`src/design/assert_macros.svh`:
```
// assertion helpers used by circular_list_engine
`ifndef ASSERT_MACROS_SVH
`define ASSERT_MACROS_SVH

// property that must hold at every rising clock edge outside reset
`define CLE_ASSERT_ALWAYS(lbl, expr, msg) \
    lbl: assert property (@(posedge clk) disable iff (!rst_n) (expr)) else $error(msg);

// condition in one cycle implies consequence in the next
`define CLE_ASSERT_NEXT(lbl, ante, cons, msg) \
    lbl: assert property (@(posedge clk) disable iff (!rst_n) (ante) |=> (cons)) else $error(msg);

`endif

```
`src/design/cle_pkg.sv`:
```
// ----------------------------------------------------------------------------
// cle_pkg
// Constants and codes of the circular list engine.
// ----------------------------------------------------------------------------
`default_nettype none

package cle_pkg;

    localparam int CAP   = 64;
    localparam int IDX_W = $clog2(CAP);
    localparam int CNT_W = $clog2(CAP + 1);
    localparam int VAL_W = 32;

    localparam logic [3:0] CMD_INS_FRONT = 4'd0;
    localparam logic [3:0] CMD_INS_END   = 4'd1;
    localparam logic [3:0] CMD_INS_POS   = 4'd2;
    localparam logic [3:0] CMD_INS_ORD   = 4'd3;
    localparam logic [3:0] CMD_DEL_FRONT = 4'd4;
    localparam logic [3:0] CMD_DEL_END   = 4'd5;
    localparam logic [3:0] CMD_DEL_POS   = 4'd6;
    localparam logic [3:0] CMD_DEL_KEY   = 4'd7;
    localparam logic [3:0] CMD_SEARCH    = 4'd8;
    localparam logic [3:0] CMD_REVERSE   = 4'd9;

    localparam logic [2:0] ST_OK       = 3'd0;
    localparam logic [2:0] ST_EMPTY    = 3'd1;
    localparam logic [2:0] ST_BAD_POS  = 3'd2;
    localparam logic [2:0] ST_NO_KEY   = 3'd3;
    localparam logic [2:0] ST_FULL     = 3'd4;

endpackage

`default_nettype wire

```
`src/design/cle_req_if.sv`:
```
// ----------------------------------------------------------------------------
// cle_req_if
// Command channel of the circular list engine.
// ----------------------------------------------------------------------------
`default_nettype none

interface cle_req_if;
    logic        valid;
    logic        ready;
    logic [3:0]  command;
    logic [31:0] item_value;
    logic [6:0]  position;

    modport source (output valid, command, item_value, position, input ready);
    modport sink (input valid, command, item_value, position, output ready);
endinterface

`default_nettype wire

```
`src/design/cle_rsp_if.sv`:
```
// ----------------------------------------------------------------------------
// cle_rsp_if
// Result channel of the circular list engine.
// ----------------------------------------------------------------------------
`default_nettype none

interface cle_rsp_if;
    logic        valid;
    logic        ready;
    logic [2:0]  status;
    logic [31:0] result_value;
    logic [6:0]  found_position;
    logic [6:0]  list_length;

    modport source (output valid, status, result_value, found_position, list_length,
                    input ready);
    modport sink (input valid, status, result_value, found_position, list_length,
                  output ready);
endinterface

`default_nettype wire

```
`src/design/circular_list_engine.sv`:
```
// ----------------------------------------------------------------------------
// circular_list_engine
// Bounded circular singly linked list kept in a node pool of two memories.
// ----------------------------------------------------------------------------
// Usage: one command beat on req gives exactly one result beat on rsp.
// The list lives in a value memory and a link memory, both with a
// registered read; a sequencer walks the links one node per cycle.
// Errors, short reverses and unknown codes finish without a memory access.
// An insert first takes a node from the free chain or from the unused pool.
// Unless the list was empty, a command then reads the tail's link to find
// the head and walks the links as far as it needs, and an insert or delete
// ends by rewriting the links. The longest case is an insert after 63
// nodes.
// Throughput: one command at a time; req.ready is high only while the
// sequencer is idle, from the cycle after the result is loaded. The result
// sits in an output register, so a new command is taken while a result
// still waits on rsp.
// Reset: the list is empty, no node is in use; memory contents are not
// cleared and need no sweep.
// Stall: when rsp.ready is low the finished result waits and the sequencer
// holds in its final state until the output register is free.
// ----------------------------------------------------------------------------
`default_nettype none

module circular_list_engine (
    input  wire logic  clk,
    input  wire logic  rst_n,
    cle_req_if.sink    req,
    cle_rsp_if.source  rsp
);

`include "assert_macros.svh"

    localparam int IW = cle_pkg::IDX_W;
    localparam int CW = cle_pkg::CNT_W;
    localparam int VW = cle_pkg::VAL_W;
    localparam logic [CW-1:0] CAP_C = CW'(cle_pkg::CAP);

    localparam logic [3:0] S_IDLE   = 4'd0;
    localparam logic [3:0] S_ALLOC  = 4'd1;
    localparam logic [3:0] S_ALLOCW = 4'd2;
    localparam logic [3:0] S_START  = 4'd3;
    localparam logic [3:0] S_HEAD   = 4'd4;
    localparam logic [3:0] S_SCAN   = 4'd5;
    localparam logic [3:0] S_INS    = 4'd6;
    localparam logic [3:0] S_INS2   = 4'd7;
    localparam logic [3:0] S_DEL    = 4'd8;
    localparam logic [3:0] S_DEL2   = 4'd9;
    localparam logic [3:0] S_DONE   = 4'd10;

    localparam logic [1:0] M_WALK = 2'd0;
    localparam logic [1:0] M_ORD  = 2'd1;
    localparam logic [1:0] M_FIND = 2'd2;
    localparam logic [1:0] M_REV  = 2'd3;

    // node pool memories
    logic [VW-1:0] vals [cle_pkg::CAP];
    logic [IW-1:0] links [cle_pkg::CAP];
    logic [VW-1:0] val_q;
    logic [IW-1:0] link_q;
    logic [IW-1:0] rd_addr, wr_addr, wr_link;
    logic          link_we, val_we;

    logic [3:0]    state_reg, state_next;
    logic [3:0]    cmd_reg, cmd_next;
    logic [VW-1:0] v_reg, v_next;
    logic [1:0]    mode_reg, mode_next;
    logic [CW-1:0] limit_reg, limit_next;
    logic          front_reg, front_next;
    logic [IW-1:0] tail_reg, tail_next;
    logic [CW-1:0] cnt_reg, cnt_next;
    logic [CW-1:0] free_reg, free_next;
    logic [CW-1:0] fresh_reg, fresh_next;
    logic [IW-1:0] node_reg, node_next;
    logic [IW-1:0] prev_reg, prev_next;
    logic [IW-1:0] cur_reg, cur_next;
    logic [IW-1:0] head_reg, head_next;
    logic [CW-1:0] idx_reg, idx_next;
    logic [2:0]    st_reg, st_next;
    logic [VW-1:0] rv_reg, rv_next;
    logic [CW-1:0] fp_reg, fp_next;
    logic          ov_reg, ov_next;
    logic [2:0]    ost_reg, ost_next;
    logic [VW-1:0] orv_reg, orv_next;
    logic [CW-1:0] ofp_reg, ofp_next;
    logic [CW-1:0] olen_reg, olen_next;

    logic          accept;
    logic          free_ok;
    logic          stop_ord;
    logic          cnt_hold;

    assign accept  = req.valid && req.ready;
    assign free_ok = (free_reg < CAP_C);
    assign req.ready = (state_reg == S_IDLE);

    assign rsp.valid          = ov_reg;
    assign rsp.status         = ost_reg;
    assign rsp.result_value   = orv_reg;
    assign rsp.found_position = ofp_reg;
    assign rsp.list_length    = olen_reg;

    // ordered insert goes first if below head, else before next value >= it
    assign stop_ord = (idx_reg == '0) ? ($signed(v_reg) < $signed(val_q))
                    : ((idx_reg == cnt_reg) || !($signed(val_q) < $signed(v_reg)));

    // count may change only in the last insert or delete step
    assign cnt_hold = (state_reg != S_INS2) && (state_reg != S_DEL2);

    // memory ports: one write and one registered read each
    always_ff @(posedge clk)
    begin
        if (link_we)
        begin
            links[wr_addr] <= wr_link;
        end
        if (val_we)
        begin
            vals[wr_addr] <= v_reg;
        end
        link_q <= links[rd_addr];
        val_q  <= vals[rd_addr];
    end

    // sequencer
    always_comb
    begin
        state_next = state_reg;
        cmd_next   = cmd_reg;
        v_next     = v_reg;
        mode_next  = mode_reg;
        limit_next = limit_reg;
        front_next = front_reg;
        tail_next  = tail_reg;
        cnt_next   = cnt_reg;
        free_next  = free_reg;
        fresh_next = fresh_reg;
        node_next  = node_reg;
        prev_next  = prev_reg;
        cur_next   = cur_reg;
        head_next  = head_reg;
        idx_next   = idx_reg;
        st_next    = st_reg;
        rv_next    = rv_reg;
        fp_next    = fp_reg;
        ov_next    = ov_reg && !rsp.ready;
        ost_next   = ost_reg;
        orv_next   = orv_reg;
        ofp_next   = ofp_reg;
        olen_next  = olen_reg;
        rd_addr    = cur_reg;
        wr_addr    = cur_reg;
        wr_link    = prev_reg;
        link_we    = 1'b0;
        val_we     = 1'b0;

        case (state_reg)
            S_IDLE:
            begin
                if (accept)
                begin
                    cmd_next   = req.command;
                    v_next     = req.item_value;
                    st_next    = cle_pkg::ST_OK;
                    rv_next    = '0;
                    fp_next    = '0;
                    mode_next  = M_WALK;
                    limit_next = '0;
                    front_next = 1'b0;
                    state_next = S_DONE;
                    case (req.command)
                        cle_pkg::CMD_INS_FRONT, cle_pkg::CMD_INS_END:
                        begin
                            front_next = (req.command == cle_pkg::CMD_INS_FRONT);
                            if (cnt_reg >= CAP_C)
                            begin
                                st_next = cle_pkg::ST_FULL;
                            end
                            else
                            begin
                                state_next = S_ALLOC;
                            end
                        end
                        cle_pkg::CMD_INS_POS:
                        begin
                            front_next = (req.position == 7'd1);
                            limit_next = CW'(req.position - 7'd1);
                            if (req.position == '0
                                || {1'b0, req.position} > ({1'b0, cnt_reg} + 8'd1))
                            begin
                                st_next = cle_pkg::ST_BAD_POS;
                            end
                            else if (cnt_reg >= CAP_C)
                            begin
                                st_next = cle_pkg::ST_FULL;
                            end
                            else
                            begin
                                state_next = S_ALLOC;
                            end
                        end
                        cle_pkg::CMD_INS_ORD:
                        begin
                            mode_next = M_ORD;
                            if (cnt_reg >= CAP_C)
                            begin
                                st_next = cle_pkg::ST_FULL;
                            end
                            else
                            begin
                                state_next = S_ALLOC;
                            end
                        end
                        cle_pkg::CMD_DEL_FRONT, cle_pkg::CMD_DEL_END:
                        begin
                            limit_next = (req.command == cle_pkg::CMD_DEL_END)
                                       ? cnt_reg - 1'b1 : '0;
                            if (cnt_reg == '0)
                            begin
                                st_next = cle_pkg::ST_EMPTY;
                            end
                            else
                            begin
                                state_next = S_START;
                            end
                        end
                        cle_pkg::CMD_DEL_POS:
                        begin
                            limit_next = CW'(req.position - 7'd1);
                            if (cnt_reg == '0)
                            begin
                                st_next = cle_pkg::ST_EMPTY;
                            end
                            else if (req.position == '0 || req.position > cnt_reg)
                            begin
                                st_next = cle_pkg::ST_BAD_POS;
                            end
                            else
                            begin
                                state_next = S_START;
                            end
                        end
                        cle_pkg::CMD_DEL_KEY, cle_pkg::CMD_SEARCH:
                        begin
                            mode_next = M_FIND;
                            if (cnt_reg == '0)
                            begin
                                st_next = cle_pkg::ST_EMPTY;
                            end
                            else
                            begin
                                state_next = S_START;
                            end
                        end
                        cle_pkg::CMD_REVERSE:
                        begin
                            mode_next = M_REV;
                            if (cnt_reg >= CW'(2))
                            begin
                                state_next = S_START;
                            end
                        end
                        default:
                        begin
                            state_next = S_DONE;
                        end
                    endcase
                end
            end

            // read the link of the free chain head
            S_ALLOC:
            begin
                rd_addr    = free_reg[IW-1:0];
                state_next = S_ALLOCW;
            end

            // take a node from the free chain, else a fresh one
            S_ALLOCW:
            begin
                if (free_ok)
                begin
                    node_next = free_reg[IW-1:0];
                    free_next = (link_q == free_reg[IW-1:0]) ? CAP_C : {1'b0, link_q};
                end
                else
                begin
                    node_next  = fresh_reg[IW-1:0];
                    fresh_next = fresh_reg + 1'b1;
                end
                if (cnt_reg == '0)
                begin
                    prev_next  = node_next;
                    cur_next   = node_next;
                    state_next = S_INS;
                end
                else
                begin
                    state_next = S_START;
                end
            end

            S_START:
            begin
                rd_addr    = tail_reg;
                state_next = S_HEAD;
            end

            S_HEAD:
            begin
                prev_next  = tail_reg;
                cur_next   = link_q;
                head_next  = link_q;
                idx_next   = '0;
                rd_addr    = link_q;
                state_next = S_SCAN;
            end

            // one node a cycle: val_q and link_q belong to cur_reg
            S_SCAN:
            begin
                case (mode_reg)
                    M_WALK:
                    begin
                        if (idx_reg == limit_reg)
                        begin
                            state_next = (cmd_reg <= cle_pkg::CMD_INS_ORD) ? S_INS : S_DEL;
                        end
                        else
                        begin
                            prev_next = cur_reg;
                            cur_next  = link_q;
                            idx_next  = idx_reg + 1'b1;
                            rd_addr   = link_q;
                        end
                    end
                    M_ORD:
                    begin
                        if (stop_ord)
                        begin
                            front_next = (idx_reg == '0);
                            state_next = S_INS;
                        end
                        else
                        begin
                            prev_next = cur_reg;
                            cur_next  = link_q;
                            idx_next  = idx_reg + 1'b1;
                            rd_addr   = link_q;
                        end
                    end
                    M_FIND:
                    begin
                        if (idx_reg == cnt_reg)
                        begin
                            st_next    = cle_pkg::ST_NO_KEY;
                            state_next = S_DONE;
                        end
                        else if (val_q == v_reg)
                        begin
                            if (cmd_reg == cle_pkg::CMD_DEL_KEY)
                            begin
                                state_next = S_DEL;
                            end
                            else
                            begin
                                rv_next    = v_reg;
                                fp_next    = idx_reg + 1'b1;
                                state_next = S_DONE;
                            end
                        end
                        else
                        begin
                            prev_next = cur_reg;
                            cur_next  = link_q;
                            idx_next  = idx_reg + 1'b1;
                            rd_addr   = link_q;
                        end
                    end
                    default:
                    begin
                        // reverse: point each node back at its predecessor
                        if (idx_reg == cnt_reg)
                        begin
                            tail_next  = head_reg;
                            state_next = S_DONE;
                        end
                        else
                        begin
                            link_we   = 1'b1;
                            wr_addr   = cur_reg;
                            wr_link   = prev_reg;
                            prev_next = cur_reg;
                            cur_next  = link_q;
                            idx_next  = idx_reg + 1'b1;
                            rd_addr   = link_q;
                        end
                    end
                endcase
            end

            // new node points at the successor and takes the value
            S_INS:
            begin
                link_we    = 1'b1;
                val_we     = 1'b1;
                wr_addr    = node_reg;
                wr_link    = cur_reg;
                state_next = S_INS2;
            end

            S_INS2:
            begin
                link_we = 1'b1;
                wr_addr = prev_reg;
                wr_link = node_reg;
                if (cnt_reg == '0 || (!front_reg && prev_reg == tail_reg))
                begin
                    tail_next = node_reg;
                end
                cnt_next   = cnt_reg + 1'b1;
                state_next = S_DONE;
            end

            // unlink the node after prev_reg
            S_DEL:
            begin
                rv_next = val_q;
                link_we = 1'b1;
                wr_addr = prev_reg;
                wr_link = link_q;
                if (cur_reg == tail_reg)
                begin
                    tail_next = prev_reg;
                end
                state_next = S_DEL2;
            end

            // push the freed node onto the free chain
            S_DEL2:
            begin
                link_we    = 1'b1;
                wr_addr    = cur_reg;
                wr_link    = free_ok ? free_reg[IW-1:0] : cur_reg;
                free_next  = {1'b0, cur_reg};
                cnt_next   = cnt_reg - 1'b1;
                state_next = S_DONE;
            end

            S_DONE:
            begin
                if (!ov_reg || rsp.ready)
                begin
                    ov_next    = 1'b1;
                    ost_next   = st_reg;
                    orv_next   = rv_reg;
                    ofp_next   = fp_reg;
                    olen_next  = cnt_reg;
                    state_next = S_IDLE;
                end
            end

            default:
            begin
                state_next = S_IDLE;
            end
        endcase
    end

    // registers
    always_ff @(posedge clk or negedge rst_n)
    begin
        if (!rst_n)
        begin
            state_reg <= S_IDLE;
            cmd_reg   <= '0;
            v_reg     <= '0;
            mode_reg  <= M_WALK;
            limit_reg <= '0;
            front_reg <= 1'b0;
            tail_reg  <= '0;
            cnt_reg   <= '0;
            free_reg  <= CAP_C;
            fresh_reg <= '0;
            node_reg  <= '0;
            prev_reg  <= '0;
            cur_reg   <= '0;
            head_reg  <= '0;
            idx_reg   <= '0;
            st_reg    <= cle_pkg::ST_OK;
            rv_reg    <= '0;
            fp_reg    <= '0;
            ov_reg    <= 1'b0;
            ost_reg   <= cle_pkg::ST_OK;
            orv_reg   <= '0;
            ofp_reg   <= '0;
            olen_reg  <= '0;
        end
        else
        begin
            state_reg <= state_next;
            cmd_reg   <= cmd_next;
            v_reg     <= v_next;
            mode_reg  <= mode_next;
            limit_reg <= limit_next;
            front_reg <= front_next;
            tail_reg  <= tail_next;
            cnt_reg   <= cnt_next;
            free_reg  <= free_next;
            fresh_reg <= fresh_next;
            node_reg  <= node_next;
            prev_reg  <= prev_next;
            cur_reg   <= cur_next;
            head_reg  <= head_next;
            idx_reg   <= idx_next;
            st_reg    <= st_next;
            rv_reg    <= rv_next;
            fp_reg    <= fp_next;
            ov_reg    <= ov_next;
            ost_reg   <= ost_next;
            orv_reg   <= orv_next;
            ofp_reg   <= ofp_next;
            olen_reg  <= olen_next;
        end
    end

    // checks
    `CLE_ASSERT_ALWAYS(a_cnt_bound, (cnt_reg <= CAP_C) && (fresh_reg <= CAP_C), "pool overrun")
    `CLE_ASSERT_NEXT(a_accept_busy, accept, state_reg != S_IDLE, "idle after accept")
    `CLE_ASSERT_NEXT(a_cnt_step, cnt_hold, cnt_reg == $past(cnt_reg), "count changed")

endmodule

`default_nettype wire

```
`src/flat_wrapper.sv`:
```
// flat-port wrapper written by rule: the top's interface ports become plain ports
module circular_list_engine_flat 
  (clk, rst_n, req_valid, req_command, req_item_value, req_position, req_ready, rsp_valid, rsp_status, rsp_result_value, rsp_found_position, rsp_list_length, rsp_ready);
  cle_req_if req_i ();
  cle_rsp_if rsp_i ();
  input  wire logic clk;
  input  wire logic rst_n;
  input wire logic [$bits(req_i.valid)-1:0] req_valid;
  input wire logic [$bits(req_i.command)-1:0] req_command;
  input wire logic [$bits(req_i.item_value)-1:0] req_item_value;
  input wire logic [$bits(req_i.position)-1:0] req_position;
  output wire logic [$bits(req_i.ready)-1:0] req_ready;
  output wire logic [$bits(rsp_i.valid)-1:0] rsp_valid;
  output wire logic [$bits(rsp_i.status)-1:0] rsp_status;
  output wire logic [$bits(rsp_i.result_value)-1:0] rsp_result_value;
  output wire logic [$bits(rsp_i.found_position)-1:0] rsp_found_position;
  output wire logic [$bits(rsp_i.list_length)-1:0] rsp_list_length;
  input wire logic [$bits(rsp_i.ready)-1:0] rsp_ready;
  assign req_i.valid = req_valid;
  assign req_i.command = req_command;
  assign req_i.item_value = req_item_value;
  assign req_i.position = req_position;
  assign req_ready = req_i.ready;
  assign rsp_valid = rsp_i.valid;
  assign rsp_status = rsp_i.status;
  assign rsp_result_value = rsp_i.result_value;
  assign rsp_found_position = rsp_i.found_position;
  assign rsp_list_length = rsp_i.list_length;
  assign rsp_i.ready = rsp_ready;
  circular_list_engine u_core (.clk(clk), .rst_n(rst_n), .req(req_i), .rsp(rsp_i));
endmodule
```
`config.mk`:
```
export PLATFORM = sky130hd
export DESIGN_NAME = circular_list_engine_flat
export DESIGN_NICKNAME = d
export VERILOG_FILES = /design/src/design/cle_pkg.sv /design/src/design/cle_req_if.sv /design/src/design/cle_rsp_if.sv /design/src/design/circular_list_engine.sv /design/src/flat_wrapper.sv
export VERILOG_INCLUDE_DIRS = /design/src /design/src/design
export SDC_FILE = /design/constraint.sdc
export NUM_CORES = 2
export LEC_CHECK = 0
export BUFFER_PORTS_ARGS = -buffer_cell sky130_fd_sc_hd__buf_2
export CAP_MARGIN = 20
export CORE_MARGIN = 2
export CORE_UTILIZATION = 45
export CTS_BUF_LIST = sky130_fd_sc_hd__clkbuf_4
export DETAILED_ROUTE_END_ITERATION = 8
export MAX_ROUTING_LAYER = met4
export PLACE_DENSITY = 0.62
export SLEW_MARGIN = 20
export SYNTH_ARGS = -nofsm -noshare
export SYNTH_HDL_FRONTEND = slang
export SYNTH_SLANG_ARGS = --single-unit
```
`constraint.sdc`:
```
create_clock -name clk -period 6.4 [get_ports clk]
set_clock_uncertainty 0.05 [all_clocks]
set_input_delay 1.28 -clock clk [delete_from_list [all_inputs] [get_ports clk]]
set_output_delay 1.28 -clock clk [all_outputs]
set_load 0.1 [all_outputs]
```
## Yosys cells after proc, flatten, opt, wreduce, memory -nomap -nowiden

Memories as Yosys holds them, arrays and structs flattened. A register that Yosys moved wholly into a read port is not among the register bits.
Cells that the tools add are included.
Widths: inputs -> output; s select.

| cells by class | value |
|---|---|
| add/subtract/negate cells | 6 |
| magnitude comparators | 8 |
| eq/ne operators | 52 |
| muxes and demuxes | 96 |
| bitwise logic cells | 1 |
| reductions and logical operators | 48 |

Operators with widths:

| kind | number |
|---|---|
| $mux 32 | 5 |
| $mux 6 | 17 |
| $pmux 32 s3 | 1 |
| $mux 7 | 13 |
| $pmux 6 s3 | 5 |
| $pmux 7 s2 | 5 |
| $lt 32x32->1 | 2 |
| $mux 4 | 14 |
| $pmux 6 s4 | 2 |
| $pmux 4 s10 | 1 |
| $eq 4x3->1 const B | 9 |
| $eq 32x32->1 | 1 |
| $reduce_and 6->1 | 4 |
| $add 7x1->7 const B | 3 |
| $logic_not 7->1 | 3 |
| $mux 3 | 7 |
| $pmux 7 s3 | 1 |
| $eq 4x4->1 const B | 5 |
| $ne 2x1->1 const B | 10 |
| $pmux 4 s5 | 1 |
| $eq 6x6->1 | 3 |
| $eq 4x2->1 const B | 4 |
| $eq 7x7->1 | 2 |
| $mux 1 | 14 |
| other kinds (40) | 79 |

| storage, ports and cells | value |
|---|---|
| flip-flop bits (word level) | 200 |
| RAM bits | 2432 |
| bits of input ports | 47 |
| output and inout port bits | 51 |
| logic and storage cells | 236 |
| memories | 2 |

Memories:

| memory | words | width | rd ports | clocked after memory_dff | wr ports | RTL line | source |
|---|---|---|---|---|---|---|---|
| u_core.vals | 64 | 32 | 1 | 1 | 1 | circular_list_engine.sv:57 | `logic [VW-1:0] vals [cle_pkg::CAP];` |
| u_core.links | 64 | 6 | 1 | 1 | 1 | circular_list_engine.sv:58 | `logic [IW-1:0] links [cle_pkg::CAP];` |

## Longest topological paths before layout

| logic depth | value |
|---|---|
| word-level depth | 7 |
| gate-level depth with buffers | 20 |

## Worst setup path before layout

OpenSTA, ideal clock, no wires.

| timing | value |
|---|---|
| kind | flip-flop to flip-flop |
| from | register u_core.v_reg[31] |
| to | register u_core.val_q[21] (read register of u_core.vals) |
| arrival time | 4506 ps |
| slack | 1714 ps |
| cell stages (with the launch flop) | 17 |
| buffers on the path | 4 |
| clock period less this slack | 4686 ps |
| cell sequence | dfrtp_1 > ha_1 > nand4_1 > nor2_1 > a221oi_1 > nand3b_1 > a311oi_1 > a221o_1 > o21a_1 > buf_2 > buf_2 > buf_1 > clkbuf_1 > nand3_1 > a32o_1 > o211ai_1 > o211ai_1 |

| on the way | value |
|---|---|
| cells in the longest elaborated chain, start to end | 7 |

RTL lines:

| what | RTL line | source |
|---|---|---|
| start: declaration | circular_list_engine.sv:66 | `logic [VW-1:0] v_reg, v_next;` |
| start signal: assignment | circular_list_engine.sv:503 | `v_reg <= v_next;` |
| $lt 32x32->1 | circular_list_engine.sv:105 | `: ((idx_reg == cnt_reg) \|\| !($signed(val_q) < $signed(v_reg)));` |
| $logic_not 1->1 | circular_list_engine.sv:105 |  |
| $logic_or 1x1->1 | circular_list_engine.sv:105 |  |
| $mux 1 | circular_list_engine.sv:104 | `assign stop_ord = (idx_reg == '0) ? ($signed(v_reg) < $signed(val_q))` |
| $mux 6 | circular_list_engine.sv:339 | `if (stop_ord)` |
| $pmux 6 s3 (*) | -- |  |
| $pmux 6 s4 (*) | circular_list_engine.sv:157 | `case (state_reg)` |
| end: declaration | circular_list_engine.sv:59 | `logic [VW-1:0] val_q;` |

Every way passes the cells marked *; elsewhere a longest branch is shown, timed or not.
A chain may end at the register's enable or synchronous reset.

## Worst setup path after layout

| timing | value |
|---|---|
| from | register u_core.val_q[31] (read register of u_core.vals) |
| to | register u_core.val_q[27] (read register of u_core.vals) |

| on the way | value |
|---|---|
| cells in the longest elaborated chain, start to end | 7 |

RTL lines:

| what | RTL line |
|---|---|
| $lt 32x32->1 | circular_list_engine.sv:105 |
| $logic_not 1->1 | circular_list_engine.sv:105 |
| $logic_or 1x1->1 | circular_list_engine.sv:105 |
| $mux 1 | circular_list_engine.sv:104 |
| $mux 6 | circular_list_engine.sv:339 |
| $pmux 6 s3 (*) | -- |
| $pmux 6 s4 (*) | circular_list_engine.sv:157 |

Marked as above.

==> results.toml <==
[outcome]
outcome = "complete, no violations"

[layout]
fin_nets = 8282
top_regs = "u_core.vals x2048, u_core.links x384"
largest_register_ffs = 2048
syn2layout_area_growth_pct = 14.1
drive_above_1_share_pct = 20.8
fill_cells = 20400
regMostFlops = "u_core.vals"

[timing]
rsz0062_at_grt = "no"
whs_ns = 0.162
fin_ws_ns = 0.0983
drv_slew = 0
hold_viol = 0
maxSlewHeadroom_pct = 16.9
setup_viol = 0
fmax_mhz = 159
finalSetupTns_ns = 0
final.period_utilization_pct = 98.5
worst_slew_pin_slew_ns = 1.25
period_needed_ns = 6.30

[clock_network]
cts-root-buf = "clkbuf_4"
cts_buffers = 681
ctsHtreeMaxLevel = 6
clk_pin_slew_ns = 0.07
cts_sinks = 2669
cts_tree = "done"
cts_buffer_depth = 4
clkLatencyLatePin_ns = 1.44

[global_route]
grt_pass1_vias = 68400
antenna_found_initial = 17
gr-usage-all-layers_pct = 26.7
grt_pass1_wl_mm = 475
grt_max_degree = 174
grt_remaining_overflow = 0

[synthesis]
synthCells = 7529
yosysSeqAreaShare_pct = 71.2
ys_types = 86
synth_edf_count = 2432
ys.flop_type = "edfxtp_1"
avgSynthCellArea_um2 = 14.7
yosys_warnings = 0
syn_nets = 7635
syn-cell-area_um2 = 111000
synth_seq_cells = 2669
synthArstFlopShare_pct = 7.46

[floorplanning]
coreArea_um2 = 245000
fp.dieH_um = 500
io_pins = 98
num_rows = 182
die-area_um2 = 250000
initial_core_util_pct = 45.1
dieWidth_um = 500

[critical_path]
crit_type = "reg -> reg"
r2r-start = "u_core.val_q[31]$_DFF_P_"
startpoint = "u_core.val_q[31]$_DFF_P_"
arrival_ns = 7.60
end_kind = "flop"
crit_path_max_fanout = 68
start_kind = "flop"
crit_required_ns = 7.70

[min_path]
holdCritStartpoint = "req_item_value[26]"
hp-class = "in -> reg"

[placement]
portBuffers = 97
hpwl_mm = 193
dp_slack_ns = -0.460
place_congestion = 0.904

[detailed_routing]
wirelength_mm = 331
first_iter_violations = 9205
postRouteAntennaNets = 0
drc = 0
wire_per_inst_um = 27.8
drt_pass1_iterations = 6
vias = 71800
vias_per_cell = 6.03

[flow_run]
cap_violations = 0
==> cell type report <==
type	instances	area, um^2	area share (%)
flip-flops and latches	2669	78800	62.4
inverters	126	473	0.375
clock buffers	1009	7570	6.00
well taps	3220	4030	3.19
multi-input cells	4193	29800	23.6
repair buffers	505	4480	3.55
diodes	24	60.1	0.0476
clock inverters	162	1010	0.797
==> stage by stage <==
step	utilization (%)	area, um^2	cells
2_1_floorplan	-	111000	7529
3_3_place_gp	47.7	117000	10700
3_5_place_dp	47.8	117000	10700
4_1_cts	51.4	126000	11900
5_1_grt	51.5	126000	11900
6_report	51.5	126000	11900
==> timing repair <==
action | in CTS | in global routing
setup buffers | 0 | 0
hold endpoints to repair | 56 | 0
hold buffers | 31 | 0
pin swaps | 0 | 0
resized for setup | 6 | 7
endpoints found under the setup margin | 9 | 11
==> layout by cell type (no fill, tap or decap), types with 16 or more instances in the layout <==
master	netlist	layout
a221oi_1	53	52
inv_1	124	124
nor4b_1	29	22
clkbuf_4	0	1009
nand2_1	1092	1078
nand2b_1	17	16
buf_12	0	59
dfxtp_1	38	38
dlygate4sd3_1	0	31
o211ai_1	128	128
dfrtp_1	198	166
clkinv_1	2	119
a21oi_1	70	69
nor2_4	1	67
a31oi_1	92	86
dfrtp_2	0	32
o22ai_1	87	83
o32ai_1	29	28
nor2_1	201	136
nand3_1	279	276
mux2_2	85	85
a22oi_1	65	64
diode_2	0	24
o211a_1	150	150
buf_4	15	312
ha_1	59	59
or3_1	34	34
a211oi_1	237	235
nor3_1	28	26
buf_2	191	96
a311oi_1	156	156
xor2_1	24	24
nand4_1	29	29
mux2i_1	903	903
xnor2_1	37	37
edfxtp_1	2432	2432
o21ai_0	109	107
==> kinds of logic (layout without fill, tap and decap cells) <==
logic type                 Yosys count  in the layout  share of synthesized area [%]
DFF                               2669           2669                           71.2
and+or+nand+nor                   1777           1777                           6.89
AOI/OAI and AO/OA                 1304           1304                           9.02
muxes                              992            992                           9.10
buffers and inverters              667           1802                           2.65
xor gates and xnor gates            61             61                          0.483
adders and majority gates           59             59                          0.667
other                                0             24                              0
==> synth_stat cells, types with 59 or more instances <==
| cell | n | area, um^2 |
|---|---|---|
| a211oi_1 | 237 | 1780 |
| a21oi_1 | 70 | 350 |
| a22oi_1 | 65 | 488 |
| a311oi_1 | 156 | 1370 |
| a31oi_1 | 92 | 576 |
| buf_2 | 191 | 956 |
| clkbuf_1 | 287 | 1080 |
| dfrtp_1 | 198 | 4950 |
| edfxtp_1 | 2432 | 73000 |
| ha_1 | 59 | 738 |
| inv_1 | 124 | 465 |
| mux2_2 | 85 | 957 |
| mux2i_1 | 903 | 9040 |
| nand2_1 | 1092 | 4100 |
| nand3_1 | 279 | 1400 |
| nor2_1 | 201 | 754 |
| o211a_1 | 150 | 1500 |
| o211ai_1 | 128 | 961 |
| o21ai_0 | 109 | 546 |
| o22ai_1 | 87 | 544 |
==> worst paths after layout <==
check,endpoint,slack [ns],cells after the start
worst max-delay path,u_core.val_q[27]$_DFF_P_,0.1,17
worst min-delay path,u_core.v_reg[26]$_DFFE_PN0P_,0.16,3
worst max register to register,u_core.val_q[27]$_DFF_P_,0.1,17
worst min register to register,u_core.rv_reg[20]$_DFFE_PN0P_,0.42,2
max in group asynchronous,u_core.prev_reg[1]$_DFFE_PN0P_,4.68,3
min in group asynchronous,u_core.rsp.result_value[10]$_DFFE_PN0P_,0.24,2
==> worst max-delay path, cell delays in order, from the launching register on <==
cell and delay (ns):
dfxtp_1 0.60, inv_1 0.08, ha_1 0.53, nand4_1 0.25, nor4_2 0.39, nand2_1 0.35
and2_1 0.35, o2111ai_1 0.36, or4_4 0.30, o21a_4 0.33, buf_12 0.26, buf_12 0.38
buf_12 0.26, nand2_1 0.08, a311oi_1 0.32, a31oi_1 0.08, o22ai_1 0.93, or3_1 0.23
==> layer usage <==
metal	up-vias	part of all wire (%)	track usage (%)
li1	30900	-	-
met1	36200	42	37.2
met2	4132	44	38.5
met3	550	11	6.22
met4	0	3.0	8.97
met5	-	0	-
Power is not shown: default switching activity piles up to over one toggle a cycle in this logic, so the estimate is an artifact.
